`src/design/ssf_pkg.sv`:
```
// Shared types and signature constants for the signature scrub filter.
// No dependencies; imported by ssf_scrub and signature_scrub_filter.
package ssf_pkg;

    typedef logic [7:0] byte_t;

    typedef struct packed {
        logic [7:0] in_byte;
        logic       in_last;
    } in_word_t;

    typedef struct packed {
        logic [7:0]  out_byte;
        logic        out_last;
        logic [15:0] match_total;
    } out_word_t;

    localparam int SIG_COUNT = 16;
    localparam int SIG_MAX   = 38;

    localparam int SIG_LEN [SIG_COUNT] = '{
        19, 16, 21, 38, 11, 10, 12, 9, 11, 10, 8, 8, 11, 7, 13, 9
    };

    // Right-aligned: the last byte of a signature sits in bits [7:0].
    localparam logic [SIG_MAX*8-1:0] SIG_DATA [SIG_COUNT] = '{
        304'h456e69676d612070726f746563746f72207601,
        304'h64656e75766f5f617464000000000000,
        304'h4e5549544b415f4f4e4546494c455f504152454e54,
        304'h566964656f20637265617465642062792053435245454e324558452f53435245454e32535746,
        304'h736b65796472762e646c6c,
        304'h48415350444f53445256,
        304'h4d415258444556312e535953,
        304'h4d784c50545f53656d,
        304'h6e6574686173702e696e69,
        304'h73656e7365342e646c6c,
        304'h534e544e4c555342,
        304'h524e424f7370726f,
        304'h535349564444502e444c4c,
        304'h574942554b4559,
        304'h5c5c2e5c57495a5a4b4559524c,
        304'h5c5c2e5c4e564b4559
    };

    function automatic byte_t sig_byte(input int s, input int i);
        byte_t b;
        b = 8'h00;
        if (i < SIG_LEN[s])
        begin
            b = SIG_DATA[s][(SIG_LEN[s] - 1 - i) * 8 +: 8];
        end
        return b;
    endfunction

endpackage

```
`src/design/ssf_scrub.sv`:
```
// Head-of-window signature test and clear for the signature scrub filter.
// Depends on ssf_pkg for the signature table.
module ssf_scrub #(
    parameter int WINDOW_LEN = 38,
    parameter int FILL_W     = 6
) (
    input  ssf_pkg::byte_t   window [WINDOW_LEN],
    input  logic [FILL_W-1:0] fill,
    output ssf_pkg::byte_t   scrubbed [WINDOW_LEN],
    output logic             hit
);
    import ssf_pkg::*;

    logic [SIG_COUNT-1:0] eq;
    logic [SIG_COUNT-1:0] first;
    logic [SIG_MAX-1:0]   clr;

    always_comb
    begin
        for (int s = 0; s < SIG_COUNT; s++)
        begin
            eq[s] = (fill >= FILL_W'(SIG_LEN[s]));
            for (int i = 0; i < SIG_MAX; i++)
            begin
                if (i < SIG_LEN[s] && window[i] != sig_byte(s, i))
                begin
                    eq[s] = 1'b0;
                end
            end
        end
    end

    always_comb
    begin
        for (int s = 0; s < SIG_COUNT; s++)
        begin
            first[s] = eq[s];
            for (int t = 0; t < s; t++)
            begin
                if (eq[t])
                begin
                    first[s] = 1'b0;
                end
            end
        end
    end

    always_comb
    begin
        for (int i = 0; i < SIG_MAX; i++)
        begin
            clr[i] = 1'b0;
            for (int s = 0; s < SIG_COUNT; s++)
            begin
                if (first[s] && i < SIG_LEN[s])
                begin
                    clr[i] = 1'b1;
                end
            end
        end
    end

    always_comb
    begin
        for (int i = 0; i < WINDOW_LEN; i++)
        begin
            if (i < SIG_MAX && clr[i])
            begin
                scrubbed[i] = 8'h00;
            end
            else
            begin
                scrubbed[i] = window[i];
            end
        end
    end

    assign hit = |eq;

endmodule

```
`src/design/signature_scrub_filter.sv`:
```
// Top level of the signature scrub filter: window shift register, flow control, match count.
// Depends on ssf_pkg and ssf_scrub.
//
// Bytes enter a window of WINDOW_LEN entries; once it is full, the head byte is tested
// against sixteen fixed signatures, cleared where one matches, and sent out while the next
// byte enters, so steady flow is one byte per cycle while dst_stall is low, set by the
// combinational compare over the window. A byte leaves from the head of a full window, or
// in a drain, through the output register. A word with in_last starts a drain: the held
// bytes (up to WINDOW_LEN) leave one per cycle while dst_stall is low and src_stall stays
// high; the last carries out_last and the final match_total; the count then restarts at zero.
module signature_scrub_filter #(
    parameter int WINDOW_LEN = 38,
    parameter int COUNT_BITS = 16
) (
    input  logic              clk,
    input  logic              rst_n,
    input  logic              src_valid,
    output logic              src_stall,
    input  ssf_pkg::in_word_t src_data,
    output logic              dst_valid,
    input  logic              dst_stall,
    output ssf_pkg::out_word_t dst_data
);
    import ssf_pkg::*;

    localparam int FILL_W = $clog2(WINDOW_LEN + 1);

    byte_t               win_reg [WINDOW_LEN];
    byte_t               win_next [WINDOW_LEN];
    byte_t               scr [WINDOW_LEN];
    logic [FILL_W-1:0]   fill_reg;
    logic [FILL_W-1:0]   fill_next;
    logic                drain_reg;
    logic                drain_next;
    logic [COUNT_BITS-1:0] count_reg;
    logic [COUNT_BITS-1:0] count_next;
    logic [COUNT_BITS-1:0] count_inc;
    logic                dst_valid_reg;
    logic                dst_valid_next;
    out_word_t           dst_data_reg;
    out_word_t           dst_data_next;

    logic              hit;
    logic              full;
    logic              can_emit;
    logic              emit;
    logic              emit_last;
    logic              accept;
    logic [FILL_W-1:0] wpos;

    ssf_scrub #(
        .WINDOW_LEN (WINDOW_LEN),
        .FILL_W     (FILL_W)
    ) u_scrub (
        .window   (win_reg),
        .fill     (fill_reg),
        .scrubbed (scr),
        .hit      (hit)
    );

    assign full      = (fill_reg == FILL_W'(WINDOW_LEN));
    assign can_emit  = full || (drain_reg && fill_reg != '0);
    assign emit      = can_emit && (!dst_valid_reg || !dst_stall);
    assign emit_last = drain_reg && (fill_reg == FILL_W'(1));
    assign src_stall = drain_reg || (full && !emit);
    assign accept    = src_valid && !src_stall;
    assign wpos      = emit ? fill_reg - FILL_W'(1) : fill_reg;

    always_comb
    begin
        for (int i = 0; i < WINDOW_LEN; i++)
        begin
            if (accept && wpos == FILL_W'(i))
            begin
                win_next[i] = src_data.in_byte;
            end
            else if (emit && i < WINDOW_LEN - 1)
            begin
                win_next[i] = scr[i + 1];
            end
            else
            begin
                win_next[i] = win_reg[i];
            end
        end
    end

    always_comb
    begin
        fill_next = fill_reg;
        if (accept && !emit)
        begin
            fill_next = fill_reg + FILL_W'(1);
        end
        else if (emit && !accept)
        begin
            fill_next = fill_reg - FILL_W'(1);
        end
    end

    always_comb
    begin
        count_inc = count_reg;
        if (hit && count_reg != '1)
        begin
            count_inc = count_reg + COUNT_BITS'(1);
        end
    end

    always_comb
    begin
        count_next     = count_reg;
        drain_next     = drain_reg;
        dst_valid_next = dst_valid_reg && dst_stall;
        dst_data_next  = dst_data_reg;
        if (accept && src_data.in_last)
        begin
            drain_next = 1'b1;
        end
        if (emit)
        begin
            dst_valid_next            = 1'b1;
            dst_data_next.out_byte    = scr[0];
            dst_data_next.out_last    = emit_last;
            dst_data_next.match_total = 16'(count_inc);
            if (emit_last)
            begin
                count_next = '0;
                drain_next = 1'b0;
            end
            else
            begin
                count_next = count_inc;
            end
        end
    end

    always_ff @(posedge clk or negedge rst_n)
    begin
        if (!rst_n)
        begin
            fill_reg      <= '0;
            drain_reg     <= 1'b0;
            count_reg     <= '0;
            dst_valid_reg <= 1'b0;
        end
        else
        begin
            fill_reg      <= fill_next;
            drain_reg     <= drain_next;
            count_reg     <= count_next;
            dst_valid_reg <= dst_valid_next;
        end
    end

    always_ff @(posedge clk)
    begin
        win_reg      <= win_next;
        dst_data_reg <= dst_data_next;
    end

    assign dst_valid = dst_valid_reg;
    assign dst_data  = dst_data_reg;

`ifndef ASSERT_OFF
    a_fill_range: assert property (@(posedge clk) disable iff (!rst_n)
        fill_reg <= FILL_W'(WINDOW_LEN))
        else $error("window fill beyond its depth");

    a_drain_holds: assert property (@(posedge clk) disable iff (!rst_n)
        drain_reg |-> fill_reg != '0)
        else $error("drain active with an empty window");

    a_full_blocked: assert property (@(posedge clk) disable iff (!rst_n)
        (full && dst_valid && dst_stall) |-> src_stall)
        else $error("word taken into a full window while output is blocked");

    a_out_from_window: assert property (@(posedge clk) disable iff (!rst_n)
        $rose(dst_valid) |-> $past(fill_reg) != '0)
        else $error("output word raised with no byte held");
`endif

endmodule
```
`config.mk`:
```
export PLATFORM = sky130hd
export DESIGN_NAME = signature_scrub_filter
export DESIGN_NICKNAME = d
export VERILOG_FILES = /design/src/design/ssf_pkg.sv /design/src/design/ssf_scrub.sv /design/src/design/signature_scrub_filter.sv
export SDC_FILE = /design/constraint.sdc
export NUM_CORES = 1
export LEC_CHECK = 0
export BUFFER_PORTS_ARGS = -buffer_cell sky130_fd_sc_hd__buf_4
export CORE_MARGIN = 4
export CORE_UTILIZATION = 40
export CTS_CLUSTER_DIAMETER = 40
export DETAILED_ROUTE_END_ITERATION = 10
export PLACE_DENSITY_LB_ADDON = 0.1
export SETUP_SLACK_MARGIN = 0.5
export SLEW_MARGIN = 20
export SYNTH_ARGS = -nofsm -noshare
export SYNTH_HDL_FRONTEND = slang
export SYNTH_SLANG_ARGS = --single-unit
```
`constraint.sdc`:
```
create_clock -name clk -period 6.1 [get_ports clk]
set_input_delay 1.22 -clock clk [delete_from_list [all_inputs] [get_ports clk]]
set_output_delay 1.22 -clock clk [all_outputs]
set_load 0.01 [all_outputs]
```
After elaboration in Yosys (flattened, before gate mapping)
Cells that the tools add are included.
{"block": "word_totals", "word_cells": 868, "inputBits": 13, "register_bits": 353}
{"block": "classes", "add_sub_neg": 3, "n_reduce_logical": 103, "muxes": 490, "n_lt_le_gt_ge": 11, "eq_ne": 216}
{"op": "inequality test 8 x 7 -> 1 bit (second input constant)", "n": 162}
{"op": "2-to-1 mux 8 bit", "n": 111}
{"op": "2-to-1 mux 1 bit", "n": 374}
{"op": "inequality test 8 x 6 -> 1 bit (second input constant)", "n": 13}
{"op": "equality test 6 x 5 -> 1 bit (second input constant)", "n": 16}
{"op": "nonzero test 2 bit", "n": 38}
{"op": "equality test 6 x 4 -> 1 bit (second input constant)", "n": 8}
{"op": "logical AND 1 bit", "n": 48}
{"op": "nonzero test 8 bit", "n": 6}
{"op": "equality test 6 bit (second input constant)", "n": 7}
{"op": ">= comparator 6 x 4 -> 1 bit (second input constant)", "n": 6}
{"op": "2-to-1 mux 16 bit", "n": 2}
{"op": "equality test 6 x 3 -> 1 bit (second input constant)", "n": 4}
{"op": ">= comparator 6 x 5 -> 1 bit (second input constant)", "n": 3}
{"op": "2-to-1 mux 6 bit", "n": 3}
{"op": "adder 16 x 1 -> 16 bit (second input constant)", "n": 1}
{"op": "inequality test 16 bit (second input constant)", "n": 1}
{"op": "OR reduction 16 bit", "n": 1}
{"op": "equality test 6 x 1 -> 1 bit (second input constant)", "n": 2}
{"op": "equality test 6 x 2 -> 1 bit (second input constant)", "n": 2}
{"op": "inequality test 8 x 1 -> 1 bit (second input constant)", "n": 1}
{"op": "adder 6 x 1 -> 6 bit (second input constant)", "n": 1}
{"op": ">= comparator 6 x 3 -> 1 bit (second input constant)", "n": 1}
{"op": ">= comparator 6 bit (second input constant)", "n": 1}
{"op": "other kinds (5)", "n": 11}

Longest topological paths before layout
Gate-level depths: netlist (run 1).
{"block": "depth", "word_depth": 58, "ltp_mapped": 16, "depth_no_buf": 11}

Cells and area by module
Synthesis (run 1) repeated with hierarchy kept, for this count alone.
{"block": "unflattened", "hier_cells": 1976, "hier_area_um2": 22342.7}
{"mod": "signature_scrub_filter", "instances": 1, "area_each_um2": 15991.6, "cells_each": 980}
{"mod": "ssf_scrub", "instances": 1, "area_each_um2": 6351.1, "cells_each": 996}

Least setup slack after synthesis (run 1)
No wires, ideal clock.
{"block": "synth_timing", "path_type": "register -> register", "startpoint": "register fill_reg[0]", "endpoint": "register win_reg[16] in the netlist's numbering, enable pin", "n_path_buf": 4, "stages_incl_launch_ff": 13, "period_less_slack_ps": 3704, "t_arrival_ps": 3320, "t_required_ps": 5716, "slack_ps": 2396, "setup_ps": 384, "cell_sequence": "dfrtp_1 buf_2 buf_1 inv_1 ha_1 buf_2 nor3b_1 a21boi_1 o21ai_2 buf_2 nor4b_1 o2111ai_1 o21ai_0"}
{"block": "synth_via", "elab_chain_len": 11, "elab_cells_between_ends": 15, "classes_between": "add/sub: 1; eq/ne: 2; mux: 1; reduce/logical: 11"}
{"item": "from (decl)", "line": "signature_scrub_filter.sv:31", "text": "logic [FILL_W-1:0] fill_reg;"}
{"item": "from (signal assigned)", "line": "signature_scrub_filter.sv:149", "text": "fill_reg <= fill_next;"}
{"item": "branches (longest 10 deep; another with subtractor 6 x 1 -> 6 bit)"}
{"item": "nonzero test 2 bit (no line) *"}
{"item": "to (signal assigned)", "line": "signature_scrub_filter.sv:158", "text": "win_reg <= win_next;"}
{"item": "to (decl)", "line": "signature_scrub_filter.sv:28", "text": "byte_t win_reg [WINDOW_LEN];"}
Mark *: on every way between the ends.
A chain may end at the register's enable or synchronous reset.

Worst setup path in the final report (run 1)
{"block": "layout_timing", "startpoint": "register fill_reg[0]", "endpoint": "register win_reg[101] in the netlist's numbering, enable pin"}
{"block": "layout_via", "elab_chain_len": 11, "elab_cells_between_ends": 15, "classes_between": "add/sub: 1; eq/ne: 2; mux: 1; reduce/logical: 11"}
{"item": "branches (longest 10 deep; another with subtractor 6 x 1 -> 6 bit)"}
{"item": "nonzero test 2 bit (no line) *"}
Marks and branches as above.

==> results.md, run 1 <==
- DR iter-0 viols: 2684
- Clk Latency, worst-skew pair: 0.61 ns
- Post-layout nets: 2023
- I/O pin count: 40
- Arrival @ worst endpoint: 5.30 ns
- Post-cts resize count: 0
- Primary FF master, synth: sky130_fd_sc_hd__edfxtp_1
- TritonCTS sink count: 353
- Mean post-synth cell area: 10.7 um^2
- F_max: 198 MHz
- Starting density of the core: 40.4%
- Final-layout worst hold slack: 0.528 ns
- Slew at the pin with the worst max-slew slack: 1.21 ns
- Detailed-route via count: 18800
- Slew Limit Fails: 0
- Sequential share of the synthesized area: 49.4%
- EDFF count, synth: 329
- Fin crit period: 5.06 ns
- Setup TNS: 0 ns
- Maximum number of pins on one net before global-route repair: 61
- Crit path kind: flop to flop
- Type of the worst min-delay path: input pin to async pin
- Maximum fanout along the worst path: 24
- Count of nets left with antenna violations after detail routing: 0
- Routed wl met2: 40900 um
- Post-synthesis sequential element count: 353
- Gr usage total: 31.2%
- Critical Path End Type: flop
- Most frequent standard cell in the layout excluding fill and tap cells: sky130_fd_sc_hd__edfxtp_1
- Final HPWL DP: 65800 um
- Synth warnings: 0
- DIE HEIGHT: 238 um
- RSZ-0062 raised after global routing: no
- Static leakage power: 0.00855 uW
- Routed length on met3: 8420 um
- Maximum clock skew at final layout: 0.0305 ns
- Total chip power: 11500 uW
- Detailed-route vias per instance: 6.84
- Area of the mapped netlist: 21200 um^2
- Period Utilization, post-route: 82.9%
- Via count of the first global-routing pass: 17600
- Register clock-pin slew on the reported worst setup and hold paths: 0.05 ns
- Count of H-tree levels built during CTS: 3
- Routed wire per std cell: 33.3 um
- Fraction of layout cells with a size suffix above 1: 18.6%
- M1 WL: 38200 um
- Global placer's final weighted congestion: 1.02
- Register-to-register path setup slack: 1.04 ns
- Commonest non-fill, non-tap cells in the layout: 329 x sky130_fd_sc_hd__edfxtp_1, 243 x sky130_fd_sc_hd__nand2_1, 159 x sky130_fd_sc_hd__o21ai_0
- Required time of the critical path: 6.34 ns
- Hold buffer count at cts: 0
- Core Region: 52600 um^2
- Synthesized netlist cell count: 1978
- Reg2Reg Capture Point: win_reg[101]
- Power density relative to cell area: 466 nW/um^2
- Area of the die: 56800 um^2
- Maximum VDD drop: 0.274 mV
- Top layer reached by signal wires: met5
- PortBufs: 39
- Buffer type at the clock tree root: sky130_fd_sc_hd__clkbuf_16
- Fin. Hold Viols: 0
- Setup Fix Bufs, Post-CTS: 0
- R2R cell count: 10
- Number of setup violations in the final report: 0
- Max Cap Violations: 0
- Headroom to the max-slew limit: 18.5%
- Final core occ: 46.9%
- Nets in the synthesized netlist: 1996
- Longest Clk Path Bufs: 3
- Wire length of the first global-routing pass: 130000 um
- Worst setup SP type: flop
- Critical register-to-register path startpoint: fill_reg[0]
- Pre-antenna DRT Iters: 7
- Share of synthesized registers carrying an async set or reset: 6.80%
- Number of flip-flops in the largest register: 304
- Run status: finished, final reports clean
- Final routed DRC violation total: 0
- Number of distinct library cell variants in the gate-level netlist after synthesis: 82
- Total overflow reported by the global router: 0
- Cts bufs inserted: 67
- Row Count: 84
- Area grow syn2layout: 16.1%
- Clock tree from TritonCTS: yes
- Horizontal die dimension: 238 um
- Total routed wirelength: 91500 um
- Number of antenna violations at the first check in global routing: 3
-- how the worst max path moves through the flow --
stage / start / endpoint / slack [ns] / depth (start not counted)
final: fill_reg[0] / win_reg[101] / 1.04 / 10
after global routing: fill_reg[0] / win_reg[47] / 0.84 / 10
after CTS: fill_reg[0] / win_reg[99] / 1.14 / 10
after detailed placement: fill_reg[0] / win_reg[106] / 1.16 / 10
after global placement: fill_reg[0] / win_reg[234] / 1.09 / 10
after floorplan: fill_reg[0] / win_reg[16] / 2.40 / 12
-- per-layer routing --
layer,vias up,track usage (%)
met4,4,11.7
met1,9424,43.1
li1,7914,-
met3,252,6.82
met2,1183,48.4
met5,-,0
-- where the power goes --
part | internal [uW] | switching [uW]
Combinational | 980 | 1700
Sequential | 3720 | 1230
Clock | 2500 | 1340
Total | 7200 | 4280
-- layout make-up --
cell class              instances  area, um^2
inverters                      21        78.8
multi-input cells            1471       10200
repair buffers                 91         683
diodes                          1        2.50
clock buffers                  76        1740
fillers                      4880       27900
well taps                     688         861
clock inverters                46         604
flip-flops and latches        353       10500
-- Yosys cell counts, drive strengths merged (7+ instances only) --
cell     instances  share of area (%)
xor2            13               0.54
and4            15               0.62
inv             21               0.37
nand3           69                1.6
xnor2            7               0.29
nand4b          36                1.5
nor3b           15               0.60
nor4bb          62                2.9
o211ai          11               0.39
mux2           110                5.8
nand3b          11               0.39
nor2b           15               0.44
a22o            43                1.8
buf             28               0.71
nor4b           49                2.1
and3             7               0.21
or3             20               0.59
o2111ai          8               0.33
dfrtp           24                2.8
and4b           19               0.90
and3b           12               0.50
or4             22               0.78
nand2b          11               0.32
clkbuf         105                1.9
or4b            18               0.85
nor4            73                2.3
mux2i           66                3.1
and2            22               0.65
o21ai          166                3.9
nor2            61                1.1
nor3            64                1.7
or2             30               0.88
nand2          243                4.3
nand4           93                2.7
edfxtp         329                 47
-- kinds of logic (layout without fill, tap and decap cells) --
logic type	after synthesis	in the layout	share of synthesized area, %
simple gates	983	983	28.8
flops	353	353	49.4
compound gates	287	287	8.79
mux	176	176	8.95
buf+inv	154	234	2.94
xor+xnor	20	20	0.825
fa+ha+maj	5	5	0.295
other cells	0	1	0
-- critical path, cell delays in order, from the launching register on --
cell	delay (ns)
sky130_fd_sc_hd__dfrtp_1	0.63
sky130_fd_sc_hd__inv_1	0.20
sky130_fd_sc_hd__ha_1	0.37
sky130_fd_sc_hd__nor3b_1	0.43
sky130_fd_sc_hd__a21boi_1	0.26
sky130_fd_sc_hd__o21ai_4	0.57
sky130_fd_sc_hd__inv_2	0.47
sky130_fd_sc_hd__a32oi_2	0.86
sky130_fd_sc_hd__nor2_1	0.15
sky130_fd_sc_hd__nand2_1	0.38
sky130_fd_sc_hd__nand2_1	0.34
-- per-stage QoR --
step	setup slack, ns	area [um^2]	cells
after floorplan	2.40	21200	1978
after global placement	1.09	22300	2624
after detailed placement	1.16	22300	2624
after CTS	1.14	24600	2746
after global routing	0.845	24600	2746
final	1.04	24600	2747
Power figures use the tool's default switching activity.
==> run 2: changes to the inputs <==
clock period = 5.15 ns   (was 6.1 ns; I/O delays follow)
==> results.md, run 2 (synthesized netlist as in run 1, its figures left out) <==
- Maximum number of pins on one net before global-route repair: 60 (was 61)
- DIE HEIGHT: 238 um (unchanged)
- Fin crit period: 4.35 ns (was 5.06 ns)
- RSZ-0062 raised after global routing: no (unchanged)
- Number of antenna violations at the first check in global routing: 6 (was 3)
- Maximum clock skew at final layout: 0.0243 ns (was 0.0305 ns)
- Combined area of the multi-input logic cells: 10200 um^2 (about the same)
- Buffer type at the clock tree root: sky130_fd_sc_hd__clkbuf_16 (unchanged)
- Register clock-pin slew on the reported worst setup and hold paths: 0.06 ns (was 0.05 ns)
- Area of the die: 56800 um^2 (unchanged)
- Sequential share of power: 43.2% (was 43.1%)
- Final routed DRC violation total: 0 (unchanged)
- Slew Limit Fails: 0 (unchanged)
- Required time of the critical path: 5.51 ns (was 6.34 ns)
- Count of H-tree levels built during CTS: 2 (was 3)
- Core Region: 52600 um^2 (unchanged)
- Cts bufs inserted: 58 (was 67)
- Ordered cell list for the critical path: nor4b_2 > or4b_1 > or4_1 > o22a_1 > o2111ai_1 > nor4_4 > buf_4 > nor2_1 > mux2_2 (was inv_1 > ha_1 > nor3b_1 > a21boi_1 > o21ai_4 > inv_2 > a32oi_2 > nor2_1 > nand2_1 > nand2_1)
- Total overflow reported by the global router: 0 (unchanged)
- Critical Path End Type: flop (unchanged)
- Row Count: 84 (unchanged)
- Sequential Area: 10500 um^2 (unchanged)
- Starting density of the core: 40.4% (unchanged)
- Post-layout nets: 2060 (was 2023)
- Max Cap Violations: 0 (unchanged)
- Number of setup violations in the final report: 0 (unchanged)
- Total routed wirelength: 94500 um (was 91500 um)
- Clk Latency, worst-skew pair: 0.62 ns (was 0.61 ns)
- R2R cell count: 9 (was 10)
- Global placer's final weighted congestion: 1.02 (about the same)
- Number of flip-flops in the largest register: 304 (unchanged)
- Clock tree from TritonCTS: yes (unchanged)
- Portion of total power attributed to combinational logic: 25.6% (was 23.4%)
- Area grow syn2layout: 16.3% (was 16.1%)
- TritonCTS sink count: 353 (unchanged)
- Horizontal die dimension: 238 um (unchanged)
- Post-cts resize count: 0 (unchanged)
- Final HPWL DP: 70500 um (was 65800 um)
- Detailed-route via count: 18600 (was 18800)
- I/O pin count: 40 (unchanged)
- Slowest cell on the critical path: sky130_fd_sc_hd__edfxtp_1 (was sky130_fd_sc_hd__a32oi_2)
- Slew at the pin with the worst max-slew slack: 1.26 ns (was 1.21 ns)
- Detailed-route vias per instance: 6.71 (was 6.84)
- Period Utilization, post-route: 84.5% (was 82.9%)
- Count of nets left with antenna violations after detail routing: 0 (unchanged)
- Maximum fanout along the worst path: 13 (was 24)
- DR iter-0 viols: 2379 (was 2684)
- Setup TNS: 0 ns (unchanged)
- PortBufs: 39 (unchanged)
- Switching share of power: 37.2% (was 37.3%)
- Static leakage power: 0.00865 uW (was 0.00855 uW)
- Pre-antenna DRT Iters: 6 (was 7)
- F_max: 230 MHz (was 198 MHz)
- Run status: finished, final reports clean (unchanged)
- Fin. Hold Viols: 0 (unchanged)
- Worst setup SP type: flop (unchanged)
- Headroom to the max-slew limit: 15.4% (was 18.5%)
- Fraction of layout cells with a size suffix above 1: 19.5% (was 18.6%)
- Arrival @ worst endpoint: 4.72 ns (was 5.30 ns)
- Routed wire per std cell: 34.0 um (was 33.3 um)
- Power density relative to cell area: 537 nW/um^2 (was 466 nW/um^2)
- Longest Clk Path Bufs: 3 (unchanged)
- Final core occ: 47.0% (was 46.9%)
- Maximum VDD drop: 0.411 mV (was 0.274 mV)
- Wire length of the first global-routing pass: 133000 um (was 130000 um)
- Hold buffer count at cts: 0 (unchanged)
- Most frequent standard cell in the layout excluding fill and tap cells: sky130_fd_sc_hd__edfxtp_1 (unchanged)
- Number of inserted filler cells in the final layout: 4885 (was 4880)
- Crit path kind: flop to flop (unchanged)
- Type of the worst min-delay path: input pin to async pin (unchanged)
- Net switching component of the power: 4930 uW (was 4280 uW)
- Via count of the first global-routing pass: 17600 (about the same)
- Clock network fraction of design power: 31.1% (was 33.5%)
- Setup Fix Bufs, Post-CTS: 0 (unchanged)
- CP peak stage delay: 0.81 ns (was 0.86 ns)
- Commonest non-fill, non-tap cells in the layout: 329 x sky130_fd_sc_hd__edfxtp_1, 243 x sky130_fd_sc_hd__nand2_1, 159 x sky130_fd_sc_hd__o21ai_0 (unchanged)
- Gr usage total: 32.3% (was 31.2%)
- Internal Dissipation: 8330 uW (was 7200 uW)
-- run 2: area by class of cell --
| type | count | share of cell area (%) |
|---|---|---|
| clock inverter | 42 | 2.18 |
| inverter | 21 | 0.319 |
| tap | 688 | 3.49 |
| multi-input combinational | 1471 | 41.2 |
| sequential | 353 | 42.5 |
| antenna | 2 | 0.0203 |
| timing repair buffer | 137 | 4.17 |
| clock buffer | 66 | 6.17 |
-- run 2: per-stage QoR --
stage          instances  power (uW)  cell area (um^2)  hold WS [ns]  setup WS (ns)
2_1_floorplan       1978        7020             21200         0.515           1.45
3_3_place_gp        2670        9000             22600         0.552          0.784
3_5_place_dp        2670        9010             22600         0.561          0.856
4_1_cts             2778       13200             24700         0.326          0.847
5_1_grt             2778       13700             24700         0.343          0.678
6_report            2780       13300             24700         0.343          0.798
-- run 2: per-layer routing --
layer	up-vias	share of wire, %	track usage [%]
met5	-	0.022	0
li1	7975	-	-
met2	1022	44	49.5
met3	233	8.9	6.21
met1	9414	42	45.0
met4	4	4.9	13.4
-- run 2: critical path: cells and delay by family (launching register included) --
kind,cells,cell delay [ns]
buf+inv,1,0.23
flops,1,0.81
mux,1,0.35
compound gates,2,0.84
simple gates,5,1.85
-- run 2: worst paths after layout --
kind | start | to | slack, ns
setup / recovery | win_reg[297] | dst_data[1] | 0.80
hold / removal | rst_n | count_reg[11] | 0.34
setup reg to reg | win_reg[297] | dst_data[1] | 0.80
hold reg to reg | win_reg[175] | win_reg[183] | 0.57
max in group asynchronous | rst_n | fill_reg[0] | 4.52
min in group clk | win_reg[175] | win_reg[183] | 0.57
-- run 2: power groups by stage --
| stage | Sequential, uW | Clock [uW] | Combinational (uW) |
|---|---|---|---|
| 2_1_floorplan | 4890 | 0 | 2120 |
| 6_report | 5730 | 4130 | 3400 |
| 5_1_grt | 5750 | 4320 | 3580 |
| 3_3_place_gp | 5720 | 0 | 3280 |
| 3_5_place_dp | 5710 | 0 | 3300 |
| 4_1_cts | 5660 | 4180 | 3320 |
